--- config.mk ---
export PLATFORM = sky130hd
export DESIGN_NAME = spf_divider
export DESIGN_NICKNAME = d
export VERILOG_FILES = /design/src/hdl/spf_pkg.sv /design/src/hdl/spf_divider.sv
export SDC_FILE = /design/constraint.sdc
export NUM_CORES = 1
export LEC_CHECK = 0
export ABC_AREA = 1
export BUFFER_PORTS_ARGS = -buffer_cell sky130_fd_sc_hd__buf_4
export CAP_MARGIN = 20
export CORE_ASPECT_RATIO = 0.7
export CORE_MARGIN = 2
export CORE_UTILIZATION = 49
export DETAILED_ROUTE_END_ITERATION = 8
export PLACE_DENSITY = 0.76
export SYNTH_ARGS = -nofsm -noshare
export SYNTH_HDL_FRONTEND = slang
export SYNTH_SLANG_ARGS = --single-unit
--- constraint.sdc ---
create_clock -name clock -period 1.6 [get_ports clock]
set_clock_uncertainty 0.2 [all_clocks]
set_input_delay 0.32 -clock clock [delete_from_list [all_inputs] [get_ports clock]]
set_output_delay 0.32 -clock clock [all_outputs]
set_load 0.1 [all_outputs]
--- src/hdl/spf_pkg.sv ---
// Shared constants and types for the smallest-prime-factor factoriser.
`timescale 1ns / 1ps

package spf_pkg;

   // Widths of the item fields and of the factor table.
   localparam int VALUE_W     = 16;
   localparam int SPF_W       = 8;
   localparam int TABLE_DEPTH = 65536;
   localparam int ADDR_W      = $clog2(TABLE_DEPTH);

   // Sieve divisors run to the square root of the limit, one bit wider than an entry.
   localparam int D_W  = SPF_W + 1;
   localparam int SQ_W = 2 * D_W;
   localparam int M_W  = VALUE_W + 1;

   localparam int MAX_RESULTS = 15;
   localparam int CNT_W       = $clog2(MAX_RESULTS + 1);

   localparam int DIV_STEPS = VALUE_W;
   localparam int DIV_CNT_W = $clog2(DIV_STEPS + 1);

   localparam logic [SPF_W-1:0] PRIME_MARK = SPF_W'(1);

   // One access of the factor table: a write port and a read port.
   typedef struct packed {
      logic              we;
      logic [ADDR_W-1:0] waddr;
      logic [SPF_W-1:0]  wdata;
      logic              re;
      logic [ADDR_W-1:0] raddr;
   } spf_mem_req_type;

endpackage

--- src/hdl/spf_divider.sv ---
// Restoring divider: one quotient bit per cycle, value divided by an 8-bit factor.
`timescale 1ns / 1ps

module spf_divider
   import spf_pkg::*;
(
   input  logic               clock,
   input  logic               reset,
   input  logic               start,
   input  logic [VALUE_W-1:0] dividend,
   input  logic [SPF_W-1:0]   divisor,
   output logic               done,
   output logic [VALUE_W-1:0] quotient
);

   logic                 busy_ff,  busy_in;
   logic                 done_ff,  done_in;
   logic [DIV_CNT_W-1:0] step_ff,  step_in;
   logic [VALUE_W-1:0]   quo_ff,   quo_in;
   logic [SPF_W-1:0]     rem_ff,   rem_in;
   logic [SPF_W-1:0]     dsr_ff,   dsr_in;
   logic [SPF_W:0]       trial;

   always_comb begin
      busy_in = busy_ff;
      done_in = 1'b0;
      step_in = step_ff;
      quo_in  = quo_ff;
      rem_in  = rem_ff;
      dsr_in  = dsr_ff;
      trial   = {rem_ff, quo_ff[VALUE_W-1]};
      if (start) begin
         busy_in = 1'b1;
         step_in = DIV_CNT_W'(DIV_STEPS);
         quo_in  = dividend;
         rem_in  = '0;
         dsr_in  = divisor;
      end else if (busy_ff) begin
         if (trial >= {1'b0, dsr_ff}) begin
            rem_in = SPF_W'(trial - {1'b0, dsr_ff});
            quo_in = {quo_ff[VALUE_W-2:0], 1'b1};
         end else begin
            rem_in = trial[SPF_W-1:0];
            quo_in = {quo_ff[VALUE_W-2:0], 1'b0};
         end
         step_in = step_ff - DIV_CNT_W'(1);
         if (step_ff == DIV_CNT_W'(1)) begin
            busy_in = 1'b0;
            done_in = 1'b1;
         end
      end
   end

   always_ff @(posedge clock) begin
      if (reset) begin
         busy_ff <= 1'b0;
         done_ff <= 1'b0;
         step_ff <= '0;
      end else begin
         busy_ff <= busy_in;
         done_ff <= done_in;
         step_ff <= step_in;
      end
      quo_ff <= quo_in;
      rem_ff <= rem_in;
      dsr_ff <= dsr_in;
   end

   assign done     = done_ff;
   assign quotient = quo_ff;

endmodule
==> flow_metrics.env, run 1 <==
export IMPL_synth_edf_count=24
export IMPL_power_share_switching_pct=36.21
export IMPL_critPathTopFamily="simple AND/OR/NAND/NOR gates"
export IMPL_fin_crit_ns=1.873
export IMPL_yosysTopAreaCellShare_pct=34.78
export IMPL_reg2reg_slack_ns=-0.27
export IMPL_cts_tree="done"
export IMPL_cpPeakStageDelay_ns=0.45
export IMPL_place_congestion=0.9555
export IMPL_clk_latency_ns=0.29
export IMPL_synth_seq_cells=39
export IMPL_syn_to_final_growth_pct=41.49
export IMPL_drtIter0Drc=228
export IMPL_yosysWarnings=0
export IMPL_vias=1937
export IMPL_drive_above_1_share_pct=36.48
export IMPL_drtAntennaViolNets=0
export IMPL_synth_nets=283
export IMPL_power_frac_seq_pct=44.0
export IMPL_wl_per_cell_um=15.04
export IMPL_ys_flop_type="edfxtp_1"
export IMPL_hold_path_class="input pin to flip-flop"
export IMPL_async_flop_share_pct=0
export IMPL_crit_required_ns=1.58
export IMPL_dieArea_um2=4773
export IMPL_rsz0062_at_grt="true"
export IMPL_yosysMostFrequentCell="nand2_1"
export IMPL_path_class="flip-flop to flip-flop"
export IMPL_hold_violations=0
export IMPL_internal_power_uw=1762
export IMPL_crit_fanout=3
export IMPL_synthCells=245
export IMPL_endpoint_kind="flip-flop"
export IMPL_max_freq_mhz=533.9
export IMPL_combPwrFrac_pct=33.6
export IMPL_numCtsBuffers=5
export IMPL_cts_buffer_depth=2
export IMPL_max_slew_worst_pin_slew_ns=0.3102
export IMPL_die_w_um=81.72
export IMPL_htree_levels=2
export IMPL_clockPowerShare_pct=22.4
export IMPL_static_leakage_power_uw=0.001414
export IMPL_start_util_pct=51.88
export IMPL_die_h_um=58.41
export IMPL_postSynthAreaPerCell_um2=8.457
export IMPL_final_util_pct=73.40
export IMPL_drtPass1Iterations=4
export IMPL_ys_seq_area_share_pct=49.28
export IMPL_crit_top_cell="nand2_1"
export IMPL_synth_area_top_cells="edfxtp_1, nand2_1, dfxtp_1"
export IMPL_synth_largest_area_cell="edfxtp_1"
export IMPL_clock_sinks=39
export IMPL_fin_crit_sh_pct=117.1
export IMPL_cts_root_buf="clkbuf_8"
export IMPL_p_per_area_nw_per_um2=942.4
export IMPL_nNetsFinal=355
export IMPL_drv_slew=0
export IMPL_vias_per_cell=5.235
export IMPL_grt_overflow_total=0
export IMPL_pre_cts_ws_ns=-0.2597
export IMPL_yosysUniqueCellTypes=29
export IMPL_violations="setup timing"
export IMPL_num_rows=19
export IMPL_drc=0
export IMPL_grt_pass1_wl_um=8280
export IMPL_switching_power_uw=1000
export IMPL_crit_path_top_delay_cell="dfxtp_1"
export IMPL_peakVddDrop_v=0.0006521
export IMPL_routed_wl_um=5563
export IMPL_grt_pass1_vias=1767
export IMPL_grt_usage_pct=23.34
export IMPL_drv_cap=0
export IMPL_setup_violations=9
export IMPL_yosys_top_cells_count="nand2_1, inv_1, edfxtp_1"
export IMPL_startpoint_type="flip-flop"
export IMPL_core_um2=3994
export IMPL_outcome="complete, but fails checks"
export IMPL_antenna_found_initial=0
export IMPL_critPathBufInv=1
export IMPL_numPortBuffers=43
export IMPL_dpl_hpwl_um=3459
export IMPL_boundaryPins=44
export IMPL_grt_max_degree=24
export IMPL_crit_path_cell_trace="ha_4 > buf_4 > a21oi_1 > nand4_1 > nand2_1 > nand2_1 > nand3_1 > nand2_1"
export IMPL_insertedDiodeCount=0
export IMPL_synthesis_area_um2=2072
export IMPL_clk_pin_slew_ns=0.07
export IMPL_relSlewSlack_pct=79.25
export IMPL_layout_setup_ws_ns=-0.2731
export IMPL_arrival_ns=1.86
path summary, 6_finish.rpt:
path                                 from                      end  depth (start not counted)
setup / recovery   rem_ff[4]$_SDFFE_PP0P_   rem_ff[6]$_SDFFE_PP0P_                          8
hold / removal                 divisor[7]      dsr_ff[7]$_DFFE_PP_                          1
setup reg to reg   rem_ff[4]$_SDFFE_PP0P_   rem_ff[6]$_SDFFE_PP0P_                          8
hold reg to reg   step_ff[4]$_SDFFE_PP0P_  step_ff[4]$_SDFFE_PP0P_                          2
layout by cell type (no fill, tap or decap), types with 8 or more instances in the layout:
master / synthesis / routed
inv_1: 26 / 21
inv_2: 3 / 9
nand2_1: 99 / 90
buf_4: 0 / 59
dfxtp_1: 15 / 13
nand3_1: 19 / 14
nand2_2: 0 / 8
edfxtp_1: 24 / 24
nor2_1: 12 / 10
worst reg2reg max path: stages (launching register included):
cell and delay [ns]:
dfxtp_1 0.45, ha_4 0.25, buf_4 0.15, a21oi_1 0.27, nand4_1 0.18, nand2_1 0.12, nand2_1 0.06, nand3_1 0.06
nand2_1 0.04
logic make-up after synthesis:
| logic type | Yosys count | share of synthesized area [%] |
|---|---|---|
| xor gates and xnor gates | 5 | 2.114 |
| and+or+nand+nor | 149 | 33.27 |
| adders and majority gates | 11 | 7.005 |
| buffers and inverters | 34 | 6.280 |
| DFF | 39 | 49.28 |
| AOI/OAI and AO/OA | 7 | 2.053 |
flip-flops by register name, indices dropped and copies added (netlist names):
| register | count |
|---|---|
| done | 1 |
| rem_ff | 8 |
| dsr_ff | 8 |
| quotient | 16 |
| step_ff | 5 |
| busy_ff | 1 |
metrics by stage:
stage / cells / area [um2] / setup TNS [ns] / power [uW] / hold slack (ns)
floorplan: 245 / 2090 / -5.988 / 1794 / 0.1894
global placement: 353 / 2596 / -1.720 / 2020 / 0.2555
detailed placement: 353 / 2596 / -2.113 / 2033 / 0.2624
CTS: 367 / 2874 / -1.161 / 2715 / 0.002379
global route: 370 / 2932 / -2.489 / 2867 / 0.001759
finish: 370 / 2932 / -2.007 / 2763 / 0.008621
per-layer routing:
metal | vias up | routed length (um) | track usage, %
li1 | 933 | - | -
met1 | 893 | 2408 | 32.26
met2 | 94 | 2599 | 36.24
met3 | 17 | 425 | 5.215
met4 | 0 | 129 | 8.810
met5 | - | 0 | 0
area by class of cell:
type	count	area, um2
Sequential cell	39	1023
Multi-Input combinational cell	174	1121
Clock inverter	2	7.507
Inverter	31	116.4
Tap cell	52	65.06
Fill cell	264	1062
Clock buffer	6	72.57
Timing Repair Buffer	66	525.5
what timing repair did:
item | 4_1_cts | 5_1_grt
hold buffers | 1 | 3
pin swaps | 17 | 11
endpoints found under the setup margin | 10 | 9
buffers inserted | 3 | 0
hold endpoints to repair | 1 | 3
resized for setup | 28 | 8
gates cloned | 2 | 0
power by group through the flow:
stage	logic (uW)	clock network, uW	registers, uW
2_1_floorplan	264	0	1530
3_3_place_gp	792	0	1230
3_5_place_dp	803	0	1230
4_1_cts	877	627	1210
5_1_grt	973	671	1220
6_report	929	619	1220
Power figures use the tool's default switching activity.
==> run 2: changes to the inputs <==
- CORE_UTILIZATION: 49 -> 50
- CTS_BUF_LIST: unset -> sky130_fd_sc_hd__clkbuf_2 sky130_fd_sc_hd__clkbuf_4 sky130_fd_sc_hd__clkbuf_8
- PLACE_DENSITY: 0.76 -> 0.77
==> flow_metrics.env, run 2 (synthesized netlist as in run 1, its figures left out) <==
export IMPL_placed_cells=355
export IMPL_p_per_area_nw_per_um2=942.0
export IMPL_relSlewSlack_pct=55.65
export IMPL_dpl_hpwl_um=3500
export IMPL_outcome="complete, but fails checks"
export IMPL_power_share_switching_pct=36.11
export IMPL_pre_cts_ws_ns=-0.2591
export IMPL_cts_tree="done"
export IMPL_startpoint_type="flip-flop"
export IMPL_drtIter0Drc=294
export IMPL_grt_usage_pct=24.58
export IMPL_htree_levels=2
export IMPL_grt_overflow_total=0
export IMPL_antenna_found_initial=0
export IMPL_switching_power_uw=1035
export IMPL_core_um2=3946
export IMPL_insertedDiodeCount=0
export IMPL_largest_reg_flops=16
export IMPL_hold_violations=0
export IMPL_power_frac_seq_pct=42.3
export IMPL_internal_power_uw=1832
export IMPL_cts_root_buf="clkbuf_8"
export IMPL_crit_required_ns=1.59
export IMPL_drtPass1Iterations=5
export IMPL_routed_wl_um=6016
export IMPL_setup_violations=9
export IMPL_static_leakage_power_uw=0.001479
export IMPL_clk_pin_slew_ns=0.07
export IMPL_num_rows=19
export IMPL_fin_crit_ns=1.893
export IMPL_hold_path_class="input pin to flip-flop"
export IMPL_max_freq_mhz=528.1
export IMPL_peakVddDrop_v=0.0007977
export IMPL_clk_latency_ns=0.29
export IMPL_path_class="flip-flop to flip-flop"
export IMPL_final_common_cell="nand2_1"
export IMPL_boundaryPins=44
export IMPL_grt_max_degree=20
export IMPL_max_slew_worst_pin_slew_ns=0.6646
export IMPL_grt_pass1_wl_um=8535
export IMPL_endpoint_kind="flip-flop"
export IMPL_dieArea_um2=4683
export IMPL_grt_pass1_vias=1863
export IMPL_arrival_ns=1.88
export IMPL_fin_total_pwr_uw=2868
export IMPL_drv_slew=0
export IMPL_layout_setup_ws_ns=-0.2934
export IMPL_drc=0
export IMPL_crit_fanout=3
export IMPL_combPwrFrac_pct=34.2
export IMPL_tns_ns=-2.299
export IMPL_final_cell_mix="nand2_1, buf_4, edfxtp_1, inv_1, inv_2"
export IMPL_fin_crit_sh_pct=118.3
export IMPL_numCtsBuffers=5
export IMPL_wl_per_cell_um=15.96
export IMPL_drive_above_1_share_pct=41.23
export IMPL_start_util_pct=52.50
export IMPL_clock_sinks=39
export IMPL_nNetsFinal=362
export IMPL_die_h_um=57.86
export IMPL_rsz0062_at_grt="true"
export IMPL_numPortBuffers=43
export IMPL_finalNonFillerCells=377
export IMPL_syn_to_final_growth_pct=46.92
export IMPL_drtAntennaViolNets=0
export IMPL_die_w_um=80.94
export IMPL_drv_cap=0
export IMPL_vias=2011
export IMPL_vias_per_cell=5.334
export IMPL_place_congestion=1.003
export IMPL_violations="setup timing"
export IMPL_cts_buffer_depth=2
export IMPL_clockPowerShare_pct=23.5
run 2: cell type report:
type                            instances  area (um2)
Timing Repair Buffer                   73       579.3
Multi-Input combinational cell        174        1167
Sequential cell                        39        1025
Inverter                               31       118.9
Fill cell                             247       902.1
Tap cell                               52       65.06
Clock buffer                            7       83.83
Clock inverter                          1       5.005
run 2: through the flow:
stage | hold slack (ns) | area (um2) | utilization (%)
global route | -0.0002387 | 3044 | 77.14
global placement | 0.2537 | 2599 | 65.85
CTS | 0.001047 | 2878 | 72.92
detailed placement | 0.2723 | 2599 | 65.85
finish | 0.007882 | 3044 | 77.14
floorplan | 0.1894 | 2090 | -
run 2: routing by layer:
metal | up-vias | wire length [um] | global-route usage [%]
li1 | 945 | - | -
met1 | 919 | 2530 | 34.42
met2 | 123 | 2777 | 38.61
met3 | 24 | 531 | 6.542
met4 | 0 | 176 | 5.811
met5 | - | 0 | 0
run 2: path summary, 6_finish.rpt:
path	from	end	slack [ns]	cells after the start
hold reg to reg	step_ff[4]$_SDFFE_PP0P_	step_ff[4]$_SDFFE_PP0P_	0.28	2
setup / recovery	rem_ff[0]$_SDFFE_PP0P_	rem_ff[4]$_SDFFE_PP0P_	-0.29	9
setup reg to reg	rem_ff[0]$_SDFFE_PP0P_	rem_ff[4]$_SDFFE_PP0P_	-0.29	9
hold / removal	divisor[1]	dsr_ff[1]$_DFFE_PP_	0.008	1
run 2: timing repair:
| item | 4_1_cts | 5_1_grt |
|---|---|---|
| buffers inserted | 6 | 2 |
| cloned | 2 | 0 |
| pin swaps | 12 | 12 |
| hold buffers | 1 | 5 |
| gates resized for setup | 24 | 30 |
| endpoints found under the setup margin | 10 | 10 |
| endpoints found under the hold margin | 1 | 5 |
run 2: power by group through the flow:
| stage | Sequential [uW] | Combinational [uW] | Clock [uW] |
|---|---|---|---|
| after floorplan | 1530 | 264 | 0 |
| after global placement | 1230 | 791 | 0 |
| after detailed placement | 1230 | 803 | 0 |
| after CTS | 1210 | 882 | 685 |
| after global routing | 1220 | 1030 | 719 |
| final | 1210 | 980 | 674 |
run 2: worst max-delay path, stage by stage (launching register included):
cell     delay, ns
dfxtp_1       0.45
inv_1         0.14
fa_2          0.41
inv_2         0.09
nand3_2       0.09
nand3_2       0.10
xnor2_2       0.11
nand2_1       0.08
nand3_1       0.07
nand2_1       0.05
